===== src/sv/kdslp_pkg.sv =====
`default_nettype none

package kdslp_pkg;

   // Width of timestamps and time thresholds
   localparam int TIME_BITS = 32;

   // Configuration register indexes
   localparam int CSR_INDEX_BITS = 2;
   localparam logic [CSR_INDEX_BITS-1:0] CSR_ACTIVE_LEVEL    = 2'd0;
   localparam logic [CSR_INDEX_BITS-1:0] CSR_DEBOUNCE_TIME   = 2'd1;
   localparam logic [CSR_INDEX_BITS-1:0] CSR_LONG_PRESS_TIME = 2'd2;

   // Reset values of the configuration registers
   localparam logic [TIME_BITS-1:0] DEBOUNCE_TIME_RESET   = TIME_BITS'(20);
   localparam logic [TIME_BITS-1:0] LONG_PRESS_TIME_RESET = TIME_BITS'(1000);

   typedef struct packed {
      logic                 pin_level;
      logic [TIME_BITS-1:0] now_ms;
      logic                 consume_short;
      logic                 consume_long;
   } req_type;

   typedef struct packed {
      logic pressed;
      logic short_press;
      logic long_press;
   } rsp_type;

endpackage

`default_nettype wire


===== src/sv/key_debounce_short_long_press_unit.sv =====
// Debounced push button with short and long press detection.
// req channel: one pin sample per transfer (raw level, ms timestamp, consume
//    flags). A transfer happens on a rising edge with req_valid high and
//    req_stall low.
// rsp channel: one result per sample (stable state, short and long pending
//    flags), same transfer rule with rsp_valid and rsp_stall.
// csr channel: register writes (0 active level, 1 debounce time, 2 long press
//    time) with csr_valid and csr_ready; csr_ready is always high. Write only
//    while no sample is in flight.
// A req transfer lands in the input register; the debounce and hold update is
// then computed in one pass and lands in the result register, which drives
// rsp_valid. Throughput is one sample per cycle unless the result is stalled.
// The state update is combinational compare-and-update logic, so each
// sample sees the state left by the one before it.
// A stalled result holds the result register; the input register still fills
// behind it, and req_stall rises only when both registers are occupied.
// Synchronous reset empties both registers, restores the register defaults
// and puts the button in the released state at time 0.
`default_nettype none

module key_debounce_short_long_press_unit
   import kdslp_pkg::*;
(
   input  wire logic                      clock,
   input  wire logic                      reset,
   input  wire logic                      req_valid,
   output      logic                      req_stall,
   input  wire req_type                   req_data,
   output      logic                      rsp_valid,
   input  wire logic                      rsp_stall,
   output      rsp_type                   rsp_data,
   input  wire logic                      csr_valid,
   output      logic                      csr_ready,
   input  wire logic [CSR_INDEX_BITS-1:0] csr_index,
   input  wire logic [TIME_BITS-1:0]      csr_data
);

   // Configuration registers
   logic                 active_level_ff, active_level_in;
   logic [TIME_BITS-1:0] debounce_time_ff, debounce_time_in;
   logic [TIME_BITS-1:0] long_press_time_ff, long_press_time_in;

   // Pipeline registers
   logic    in_valid_ff, in_valid_in;
   req_type in_data_ff, in_data_in;
   logic    out_valid_ff, out_valid_in;
   rsp_type out_data_ff, out_data_in;

   // Button state
   logic                 raw_pressed_ff, raw_pressed_in;
   logic                 stable_pressed_ff, stable_pressed_in;
   logic [TIME_BITS-1:0] last_change_ff, last_change_in;
   logic [TIME_BITS-1:0] press_start_ff, press_start_in;
   logic                 long_fired_ff, long_fired_in;
   logic                 short_pending_ff, short_pending_in;
   logic                 long_pending_ff, long_pending_in;

   // Update terms
   logic                 advance;
   logic                 req_xfer;
   logic                 sample;
   logic                 raw_change;
   logic [TIME_BITS-1:0] since_change;
   logic [TIME_BITS-1:0] since_press;
   logic                 debounce_done;
   logic                 go_stable;
   logic                 new_press;
   logic                 fired_mid;
   logic                 short_mid;
   logic                 hold_done;
   logic                 fire_long;

   // Handshakes
   assign advance   = in_valid_ff && (!out_valid_ff || !rsp_stall);
   assign req_stall = in_valid_ff && !advance;
   assign req_xfer  = req_valid && !req_stall;
   assign rsp_valid = out_valid_ff;
   assign rsp_data  = out_data_ff;
   assign csr_ready = 1'b1;

   // Register writes
   always_comb begin
      active_level_in    = active_level_ff;
      debounce_time_in   = debounce_time_ff;
      long_press_time_in = long_press_time_ff;
      if (csr_valid) begin
         case (csr_index)
            CSR_ACTIVE_LEVEL:    active_level_in    = csr_data[0];
            CSR_DEBOUNCE_TIME:   debounce_time_in   = csr_data;
            CSR_LONG_PRESS_TIME: long_press_time_in = csr_data;
            default: ;
         endcase
      end
   end

   // Debounce and hold update for the sample in the input register
   always_comb begin
      sample        = (in_data_ff.pin_level == active_level_ff);
      raw_change    = (sample != raw_pressed_ff);
      since_change  = in_data_ff.now_ms - last_change_ff;
      since_press   = in_data_ff.now_ms - press_start_ff;
      // a fresh raw change has zero elapsed time
      debounce_done = raw_change ? (debounce_time_ff == '0)
                                 : (since_change >= debounce_time_ff);
      go_stable     = (sample != stable_pressed_ff) && debounce_done;
      new_press     = go_stable && sample;
      fired_mid     = new_press ? 1'b0 : long_fired_ff;
      short_mid     = short_pending_ff || (go_stable && !sample && !long_fired_ff);
      hold_done     = new_press ? (long_press_time_ff == '0)
                                : (since_press >= long_press_time_ff);
      stable_pressed_in = go_stable ? sample : stable_pressed_ff;
      fire_long     = stable_pressed_in && !fired_mid && hold_done;

      raw_pressed_in   = raw_pressed_ff;
      last_change_in   = last_change_ff;
      press_start_in   = press_start_ff;
      long_fired_in    = long_fired_ff;
      short_pending_in = short_pending_ff;
      long_pending_in  = long_pending_ff;
      if (advance) begin
         raw_pressed_in   = sample;
         last_change_in   = raw_change ? in_data_ff.now_ms : last_change_ff;
         press_start_in   = new_press ? in_data_ff.now_ms : press_start_ff;
         long_fired_in    = fired_mid || fire_long;
         short_pending_in = short_mid && !in_data_ff.consume_short;
         long_pending_in  = (long_pending_ff || fire_long) && !in_data_ff.consume_long;
      end else begin
         stable_pressed_in = stable_pressed_ff;
      end
   end

   // Pipeline next values
   always_comb begin
      in_valid_in  = req_xfer ? 1'b1 : (advance ? 1'b0 : in_valid_ff);
      in_data_in   = req_xfer ? req_data : in_data_ff;
      out_valid_in = advance ? 1'b1 : (out_valid_ff && rsp_stall);
      out_data_in  = out_data_ff;
      if (advance) begin
         out_data_in.pressed     = stable_pressed_in;
         out_data_in.short_press = short_mid;
         out_data_in.long_press  = long_pending_ff || fire_long;
      end
   end

   // Control and state registers
   always_ff @(posedge clock) begin
      if (reset) begin
         active_level_ff    <= 1'b0;
         debounce_time_ff   <= DEBOUNCE_TIME_RESET;
         long_press_time_ff <= LONG_PRESS_TIME_RESET;
         in_valid_ff        <= 1'b0;
         out_valid_ff       <= 1'b0;
         raw_pressed_ff     <= 1'b0;
         stable_pressed_ff  <= 1'b0;
         last_change_ff     <= '0;
         press_start_ff     <= '0;
         long_fired_ff      <= 1'b0;
         short_pending_ff   <= 1'b0;
         long_pending_ff    <= 1'b0;
      end else begin
         active_level_ff    <= active_level_in;
         debounce_time_ff   <= debounce_time_in;
         long_press_time_ff <= long_press_time_in;
         in_valid_ff        <= in_valid_in;
         out_valid_ff       <= out_valid_in;
         raw_pressed_ff     <= raw_pressed_in;
         stable_pressed_ff  <= stable_pressed_in;
         last_change_ff     <= last_change_in;
         press_start_ff     <= press_start_in;
         long_fired_ff      <= long_fired_in;
         short_pending_ff   <= short_pending_in;
         long_pending_ff    <= long_pending_in;
      end
   end

   // Payload registers
   always_ff @(posedge clock) begin
      in_data_ff  <= in_data_in;
      out_data_ff <= out_data_in;
   end

endmodule

`default_nettype wire


===== config.mk =====
export PLATFORM = sky130hd
export DESIGN_NAME = key_debounce_short_long_press_unit
export DESIGN_NICKNAME = d
export VERILOG_FILES = /design/src/sv/kdslp_pkg.sv /design/src/sv/key_debounce_short_long_press_unit.sv
export SDC_FILE = /design/constraint.sdc
export NUM_CORES = 1
export LEC_CHECK = 0
export ABC_CLOCK_PERIOD_IN_PS = 7200
export BUFFER_PORTS_ARGS = -buffer_cell sky130_fd_sc_hd__buf_2
export CAP_MARGIN = 15
export CORE_UTILIZATION = 30
export CTS_BUF_LIST = sky130_fd_sc_hd__clkbuf_8
export DETAILED_ROUTE_END_ITERATION = 8
export GPL_TIMING_DRIVEN = 0
export SLEW_MARGIN = 20
export SYNTH_ARGS = -nofsm -noshare
export SYNTH_HDL_FRONTEND = slang
export SYNTH_SLANG_ARGS = --single-unit

===== constraint.sdc =====
create_clock -name clock -period 7.2 [get_ports clock]
set_input_delay 1.08 -clock clock [delete_from_list [all_inputs] [get_ports clock]]
set_output_delay 1.08 -clock clock [all_outputs]
set_load 0.03 [all_outputs]

==> results of run 1 <==
worst max-delay path by stage:
stage	to	slack (ns)	start
floorplan	long_pending_ff	2.58	in_data_ff[2]
global route	long_pending_ff	1.00	in_data_ff[2]
finish	long_pending_ff	1.26	in_data_ff[2]
global placement	long_pending_ff	1.36	in_data_ff[2]
detailed placement	long_pending_ff	1.36	in_data_ff[2]
CTS	long_pending_ff	1.33	in_data_ff[2]
final cells by class:
type,instances,area (µm²)
fill,3854,24040
multi-input combinational,1009,6570
sequential,174,3864
tap,468,585.6
inverter,145,544.3
timing repair buffer,78,412.9
clock buffer,19,261.5
buffer,46,198.9
clock inverter,13,130.1
power by group:
group / internal (µW) / total (µW) / switching [µW] / leakage, µW
Sequential: 1040 / 1070 / 33.6 / 0.00148
Clock: 301 / 707 / 407 / 0.000201
Combinational: 256 / 638 / 381 / 0.00332
Total: 1590 / 2420 / 822 / 0.00500
flip-flops by register name, indices dropped and copies added, names as in the netlist, 3 cells and up:
| name | flops |
|---|---|
| long_press_time_ff | 32 |
| in_data_ff | 35 |
| rsp_data | 3 |
| debounce_time_ff | 32 |
| press_start_ff | 32 |
| last_change_ff | 32 |
metrics by stage:
step	hold slack, ns	area [µm²]	setup WS [ns]	cells
after floorplan	0.4083	11170	2.578	1374
after global placement	0.4421	12140	1.356	1919
after detailed placement	0.4470	12180	1.362	1920
after CTS	0.4612	12570	1.330	1952
after global routing	0.4781	12570	1.004	1952
final	0.4574	12570	1.256	1952
placed cells by master (no fill, tap or decap), types with 5 or more instances in the layout:
| cell type | count |
|---|---|
| a211o_1 | 11 |
| a2111oi_0 | 5 |
| buf_2 | 77 |
| nand2b_1 | 8 |
| o211ai_1 | 13 |
| a211oi_1 | 9 |
| and4_1 | 8 |
| and3_1 | 13 |
| clkbuf_1 | 41 |
| a21o_1 | 30 |
| inv_1 | 144 |
| o21bai_1 | 6 |
| nor2_1 | 101 |
| nor2b_1 | 8 |
| mux2i_1 | 37 |
| o21ai_0 | 37 |
| ha_1 | 126 |
| a31oi_1 | 7 |
| nand3_1 | 17 |
| nor3_1 | 17 |
| xor2_1 | 21 |
| nand4_1 | 17 |
| a21oi_1 | 166 |
| dfxtp_1 | 136 |
| clkbuf_8 | 19 |
| nor4_1 | 21 |
| nand3b_1 | 5 |
| edfxtp_1 | 38 |
| nand2_1 | 225 |
| o21a_1 | 7 |
| xnor2_1 | 30 |
routing by layer:
| metal | GRT usage | vias to the layer above | wire (µm) |
|---|---|---|---|
| li1 | - | 4983 | - |
| met5 | 0 | - | 0 |
| met3 | 0.02880 | 21 | 1022 |
| met4 | 0.04316 | 0 | 408 |
| met1 | 0.2299 | 4649 | 15590 |
| met2 | 0.2751 | 161 | 14770 |
cells by family (layout without fill, tap and decap cells):
| logic type | count (synthesis) | after routing |
|---|---|---|
| and+or+nand+nor | 457 | 457 |
| AOI/OAI and AO/OA | 334 | 334 |
| buffers and inverters | 191 | 301 |
| DFF | 174 | 174 |
| adders and majority gates | 128 | 128 |
| xor gates and xnor gates | 51 | 51 |
| muxes | 38 | 38 |
| other | 1 | 1 |
worst max-delay path, delay by kind of cell (launching register included):
kind                       cells  cell delay (ns)
and+or+nand+nor                3             0.77
buffers and inverters          2             0.17
AOI/OAI and AO/OA             11             3.48
xor gates and xnor gates       1             0.12
adders and majority gates      3             0.87
DFF                            1             0.44
==> metrics.yaml, run 1 <==
status:
  status: "completed"
drt:
  detail_route.first_pass.iterations: 7
  routed_wl_um: 31790
  first_iter_violations: 604
  num_vias: 9814
  antenna_left: 0
  viasPerCell: 5.028
  drc: 0
  wl_per_cell_um: 16.29
synth:
  synthTopCellsByCount: "nand2_1 (225), a21oi_1 (166), inv_1 (144)"
  synth_fa_ha_area_frac: 0.1447
  yosys.area_share.simple: 0.1827
  synth_seq_cells: 174
  ys.flop_type: "dfxtp_1"
  yosysSeqAreaShare: 0.3459
  synth_top_area_cell: "dfxtp_1"
  avgSynthCellArea_um2: 8.129
  synthCells: 1374
  muxShareOfSynthArea: 0.03417
  synth_xor_area_frac: 0.03999
  syn_nets: 1576
  ys_top_cells_by_area: "dfxtp_1 (24%), ha_1 (14%), edfxtp_1 (10%)"
  async_reset_ff_frac: 0
  syn_area_um2: 11170
  synth.most_common_cell: "nand2_1"
  yosysWarnings: 0
  synth_top_family_by_area: "compound AO/OA/AOI/OAI gates"
  synth.distinct_cells: 67
  yosysTopAreaCellShare: 0.2438
  synth_compound_area_frac: 0.1856
  synth_edf_count: 38
setup_path:
  ff2ff_setup_slack_ns: 1.26
  r2r_cells: 20
  path_max_fanout: 3
  critical-path-slowest-cell: "a2111oi_0"
  path_cells: "inv_1 > ha_1 > inv_1 > fa_1 > a21o_1 > a311oi_2 > a211oi_1 > o31a_1 > or4_1 > a31o_1 > a21oi_2 > xnor2_1 > ha_1 > and4_1 > nand3_1 > a2111oi_0 > o21ai_0 > a2111oi_0 > o21ai_0 > a221oi_1"
  criticalPathCategory: "reg -> reg"
  r2r-end: "long_pending_ff"
  r2r_start: "in_data_ff[2]"
  cp-end-kind: "register"
  crit_path_start_kind: "register"
  cp_slowest_stage_delay_ns: 0.82
  crit_arrival_ns: 6.33
  cp_data_required_time_ns: 7.59
pwr:
  irDropWorstVdd_v: 0.00009008
  power_uw: 2416
  power_leakage_uw: 0.004997
  pwr_density_cell_nw_per_um2: 192.3
min_path:
  holdPathEnd: "last_change_ff[10]"
  hold_depth: 2
  hold_start: "last_change_ff[10]"
  hold_class: "reg -> reg"
placement:
  gp_congestion: 0.8603
  dp_hpwl_um: 25340
  port-buffer-count: 77
global_route:
  grt_first_pass_wirelength_um: 50240
  grt_max_degree: 20
  antenna_found_initial: 0
  grt_pass1_vias: 9266
  track_usage: 0.1689
  grt_overflow_total: 0
floorplan:
  initial_core_util: 0.3051
  core_area_um2: 36610
  die_area_um2: 38010
  rows: 70
  die_w_um: 195.0
  dieHeight_um: 195.0
  ioPinCount: 80
timing:
  max_freq_mhz: 168.2
  finalSetupTns_ns: 0
  final-hold-violation-count: 0
  maxSlewHeadroom: 0.3819
  fin_crit_ns: 5.944
  finalCritPeriodShare: 0.8256
  finalMaxSlewViolations: 0
  rsz0062_at_grt: "no"
  finClkSkew_ns: 0.01926
  worstMarginPinSlew_ns: 0.9187
  setup_viol: 0
layout:
  antenna_cells: 0
  syn_to_final_growth_pct: 12.51
  drive_gt1_frac: 0.08625
  post-route-util: 0.3433
  nets: 1673
cts:
  ctsRootBufferMaster: "clkbuf_8"
  clkTransAtPathRegs_ns: 0.11
  cts_tree: "yes"
  clock_latency_ns: 0.49
  hold_buffers: 0
  cts_resized: 0
  ctsLongestPathBuffers: 2
  cts_max_level: 4
  post_cts_buffers: 0
  cts_sinks: 174
  cts_buffers: 17
run:
  cap_violations: 0
Power figures use the tool's default switching activity.
==> inputs of run 2 (changes only) <==
--- a/config.mk
+++ b/config.mk
@@ -5,7 +5,7 @@
 export SDC_FILE = /design/constraint.sdc
 export NUM_CORES = 1
 export LEC_CHECK = 0
-export ABC_CLOCK_PERIOD_IN_PS = 7200
+export ABC_CLOCK_PERIOD_IN_PS = 5600
 export BUFFER_PORTS_ARGS = -buffer_cell sky130_fd_sc_hd__buf_2
 export CAP_MARGIN = 15
 export CORE_UTILIZATION = 30
==> constraint.sdc (replaced) <==
create_clock -name clock -period 5.6 [get_ports clock]
set_input_delay 0.84 -clock clock [delete_from_list [all_inputs] [get_ports clock]]
set_output_delay 0.84 -clock clock [all_outputs]
set_load 0.03 [all_outputs]
==> run 2 against run 1 <==
Against the previous run: clock-buffer cell count unchanged; clock power increased by 29%; final cell count up 0.15%.
==> metrics.yaml, run 2 (synthesis gave the netlist of run 1 again) <==
status:
  status: "completed"
layout:
  antenna_cells: 0
  nets: 1676
  drive_gt1_frac: 0.09079
  finalNonFillerCells: 1955
  fill_cells: 3850
  design_area_um2: 12650
  mostFrequentLayoutCells: "nand2_1 (225), a21oi_1 (165), inv_1 (144), dfxtp_1 (136), ha_1 (126)"
  top_register: "in_data_ff"
  layout_commonest_cell: "nand2_1"
  syn_to_final_growth_pct: 13.23
  largest_reg_flops: 35
floorplan:
  die_w_um: 195.0
  core_area_um2: 36610
  die_area_um2: 38010
  initial_core_util: 0.3051
  dieHeight_um: 195.0
  ioPinCount: 80
  rows: 70
setup_path:
  r2r-end: "long_pending_ff"
  cp_slowest_stage_delay_ns: 0.44
  ff2ff_setup_slack_ns: 0.29
  r2r_start: "in_data_ff[2]"
  path_cells: "inv_1 > ha_1 > inv_1 > fa_1 > a21o_1 > a311oi_2 > a211oi_1 > o31a_1 > or4_1 > a31o_1 > a21oi_2 > xnor2_1 > ha_1 > and4_1 > nand3_2 > o211ai_1 > o21ai_1 > a2111oi_2 > o21ai_0 > a221oi_1"
  r2r_cells: 20
  crit_arrival_ns: 5.69
  cp_data_required_time_ns: 5.98
  critical-path-slowest-cell: "edfxtp_1"
  path_max_fanout: 3
  crit_path_start_kind: "register"
  cp-end-kind: "register"
  criticalPathCategory: "reg -> reg"
global_route:
  track_usage: 0.1689
  grt_max_degree: 20
  grt_overflow_total: 0
  grt_pass1_vias: 9265
  antenna_found_initial: 0
  grt_first_pass_wirelength_um: 50250
timing:
  final-hold-violation-count: 0
  max_freq_mhz: 188.4
  finalMaxSlewViolations: 0
  worstMarginPinSlew_ns: 1.032
  finalSetupTns_ns: 0
  finClkSkew_ns: 0.01914
  finalCritPeriodShare: 0.9479
  fin_crit_ns: 5.308
  maxSlewHeadroom: 0.2945
  timing.hold.ws_ns: 0.4579
  setup_viol: 0
cts:
  clock_latency_ns: 0.49
  ctsRootBufferMaster: "clkbuf_8"
  ctsLongestPathBuffers: 2
  cts_tree: "yes"
  hold_buffers: 0
  cts_sinks: 174
  cts_max_level: 4
  cts_buffers: 17
  clkTransAtPathRegs_ns: 0.11
drt:
  antenna_left: 0
  drc: 0
  routed_wl_um: 31840
  wl_per_cell_um: 16.29
  detail_route.first_pass.iterations: 5
  first_iter_violations: 526
  num_vias: 9837
  viasPerCell: 5.032
pwr:
  pwr_density_cell_nw_per_um2: 246.6
  power_leakage_uw: 0.005017
  irDropWorstVdd_v: 0.0001145
run:
  cap_violations: 0
min_path:
  hold_start: "last_change_ff[10]"
  hold_depth: 2
  holdPathEnd: "last_change_ff[10]"
  hold_class: "reg -> reg"
placement:
  dp_hpwl_um: 25340
  dpl.cell_count: 1920
  port-buffer-count: 77
  gp_congestion: 0.8603
  placedInstanceArea_um2: 12180
-- run 2: what timing repair did --
action	in CTS	in global routing
setup endpoints to repair	27	35
resized for setup	3	7
pin swaps	0	4
setup buffers	0	3
-- run 2: per-stage QoR --
step | total power, µW | worst slack [ns] | util
floorplan | 1973 | 0.9776 | -
global placement | 2200 | -0.2436 | 0.3316
detailed placement | 2217 | -0.2379 | 0.3326
CTS | 3132 | 0.02579 | 0.3434
global route | 3310 | -0.01053 | 0.3455
finish | 3119 | 0.2916 | 0.3455
-- run 2: report_power, final --
group,internal [µW],leakage (µW),switching [µW],total (µW)
clock,387,0.000201,525,911
sequential,1330,0.00148,43.2,1380
combinational,333,0.00334,497,830
-- run 2: metal layers --
layer  vias up  global-route usage  share of wire
li1       4986                   -              -
met1      4667              0.2300           0.49
met2       164              0.2751           0.47
met3        20             0.02880          0.032
met4         0             0.04316          0.012
met5         -                   0              0
-- run 2: worst max-delay path by stage --
| stage | from | end | depth (start not counted) |
|---|---|---|---|
| 3_5_place_dp | in_data_ff[2] | long_pending_ff | 20 |
| 4_1_cts | in_data_ff[2] | long_pending_ff | 20 |
| 5_1_grt | in_data_ff[2] | long_pending_ff | 20 |
| 6_report | in_data_ff[2] | long_pending_ff | 20 |
| 2_1_floorplan | in_data_ff[2] | long_pending_ff | 20 |
| 3_3_place_gp | in_data_ff[2] | long_pending_ff | 20 |
-- run 2: cell type report --
cell class	instances	area (µm²)	share of cell area
Inverter	145	544.3	0.04304
Clock inverter	13	130.1	0.01029
Buffer	46	198.9	0.01573
Clock buffer	19	261.5	0.02068
Multi-Input combinational cell	1009	6615	0.5231
Sequential cell	174	3864	0.3055
Timing Repair Buffer	81	447.9	0.03542
Tap cell	468	585.6	0.04630
-- run 2: critical path: cells and delay by family, from the launching register on --
family          cells  cell delay (ns)
compound gates     11             2.83
xor+xnor            1             0.12
fa+ha+maj           3             0.87
buf+inv             2             0.17
flops               1             0.44
simple gates        3             0.78
==> inputs of run 3 (changes only) <==
--- a/config.mk
+++ b/config.mk
@@ -12,6 +12,7 @@
 export CTS_BUF_LIST = sky130_fd_sc_hd__clkbuf_8
 export DETAILED_ROUTE_END_ITERATION = 8
 export GPL_TIMING_DRIVEN = 0
+export MAX_ROUTING_LAYER = met4
 export SLEW_MARGIN = 20
 export SYNTH_ARGS = -nofsm -noshare
 export SYNTH_HDL_FRONTEND = slang
==> run 3 against run 2 <==
Against the previous run: non-clock buffer count is 2 higher; sequential share of layout area hardly changed; global-route usage is 0.43 points higher.
==> metrics.yaml, run 3 (synthesis gave the netlist of run 1 again) <==
layout:
  drive_gt1_frac: 0.09201
  layout_commonest_cell: "nand2_1"
  top_register: "in_data_ff"
  nets: 1678
  largest_reg_flops: 35
  multi_input_area_um2: 6625
  antenna_cells: 0
  seq_area_um2: 3864
  mostFrequentLayoutCells: "nand2_1 (225), a21oi_1 (164), inv_1 (144), dfxtp_1 (136), ha_1 (126)"
  design_area_um2: 12660
  syn_to_final_growth_pct: 13.38
  fill_cells: 3913
pwr:
  p_int_uw: 2074
  switching_share: 0.3390
  pwr-share-comb: 0.264
  pwr_density_cell_nw_per_um2: 247.8
  power_leakage_uw: 0.005032
  irDropWorstVdd_v: 0.0001557
  seqPwrFrac: 0.439
  clkPwrFrac: 0.297
  p_switching_uw: 1064
setup_path:
  critical-path-slowest-cell: "or4_1"
  cp_data_required_time_ns: 5.99
  crit_arrival_ns: 5.71
  cp-end-kind: "register"
  path_max_fanout: 3
  criticalPathCategory: "reg -> reg"
  path_cells: "inv_1 > ha_1 > inv_1 > fa_1 > a21o_1 > a311oi_2 > a211oi_1 > o31a_1 > or4_1 > a31o_1 > a21oi_2 > xnor2_1 > ha_1 > and4_1 > nand3_1 > o211ai_1 > o21ai_1 > a2111oi_2 > o21ai_0 > a221oi_1"
  cp_slowest_stage_delay_ns: 0.45
  crit_path_start_kind: "register"
drt:
  antenna_left: 0
  routed_wl_um: 31850
  wl_per_cell_um: 16.27
  first_iter_violations: 614
  drc: 0
  detail_route.first_pass.iterations: 5
  num_vias: 9781
  viasPerCell: 4.998
global_route:
  antenna_found_initial: 0
  grt_max_degree: 20
  grt_pass1_vias: 9170
  grt_first_pass_wirelength_um: 49610
  track_usage: 0.1732
  grt_overflow_total: 0
timing:
  finalSetupTns_ns: 0
  setup_viol: 0
  finalCritPeriodShare: 0.9504
  fin_crit_ns: 5.322
  final-hold-violation-count: 0
  rsz0062_at_grt: "no"
  setup_slack_ns: 0.2776
  finalMaxSlewViolations: 0
  maxSlewHeadroom: 0.2425
  worstMarginPinSlew_ns: 1.108
  finClkSkew_ns: 0.02212
  max_freq_mhz: 187.9
cts:
  cts_buffers: 17
  cts_sinks: 174
  ctsRootBufferMaster: "clkbuf_8"
  clkTransAtPathRegs_ns: 0.11
  cts_tree: "yes"
  hold_buffers: 0
  clock_latency_ns: 0.49
  ctsLongestPathBuffers: 2
  cts_max_level: 4
run:
  cap_violations: 0
placement:
  placedInstanceArea_um2: 12180
  gp_congestion: 0.9462
  port-buffer-count: 77
  dp_worst_setup_slack_ns: -0.1335
  dp_hpwl_um: 25280
min_path:
  hold_class: "reg -> reg"
floorplan:
  dieHeight_um: 195.0
  core_area_um2: 36610
  die_area_um2: 38010
  initial_core_util: 0.3051
  die_w_um: 195.0
  ioPinCount: 80
  rows: 70
status:
  status: "completed"
run 3: worst paths after layout:
path | start | end | slack [ns] | depth (start not counted)
setup / recovery | in_data_ff[2] | long_pending_ff | 0.28 | 20
hold / removal | last_change_ff[11] | last_change_ff[11] | 0.46 | 2
setup reg to reg | in_data_ff[2] | long_pending_ff | 0.28 | 20
hold reg to reg | last_change_ff[11] | last_change_ff[11] | 0.46 | 2
run 3: layer usage:
metal,global-route usage,up-vias,share of wire
li1,-,5000,-
met1,0.2280,4571,0.49
met2,0.2765,189,0.46
met3,0.02898,21,0.032
met4,0.03966,0,0.013
met5,-,-,0
run 3: layout make-up:
class,count,share of cell area
repair buffers,83,0.03557
plain buffers,46,0.01571
clock inverters,15,0.01275
inverters,145,0.04298
flip-flops and latches,174,0.3051
multi-input cells,1009,0.5232
clock buffers,17,0.01848
well taps,468,0.04624
run 3: what timing repair did:
| item | 4_1_cts | 5_1_grt |
|---|---|---|
| setup buffers | 0 | 5 |
| resized for setup | 3 | 8 |
| pin swaps | 0 | 4 |
| endpoints found under the setup margin | 2 | 35 |
run 3: worst max-delay path: cells and delay by family, from the launching register on:
family	cells	cell delay, ns
DFF	1	0.44
adders and majority gates	3	0.87
AOI/OAI and AO/OA	11	2.78
buffers and inverters	2	0.17
and+or+nand+nor	3	0.84
xor gates and xnor gates	1	0.11
run 3: through the flow:
stage | instances | power, µW | hold WS, ns | util
after floorplan | 1374 | 1973 | 0.4083 | -
final | 1957 | 3138 | 0.4604 | 0.3459
after CTS | 1952 | 3153 | 0.4607 | 0.3436
after global placement | 1919 | 2197 | 0.4431 | 0.3316
after global routing | 1957 | 3337 | 0.4731 | 0.3459
after detailed placement | 1920 | 2216 | 0.4367 | 0.3326
run 3: power groups by stage:
stage / sequential (µW) / combinational (µW) / clock, µW
floorplan: 1390 / 580 / 0
global placement: 1410 / 790 / 0
detailed placement: 1410 / 808 / 0
CTS: 1380 / 816 / 958
global route: 1390 / 934 / 1020
finish: 1380 / 828 / 931
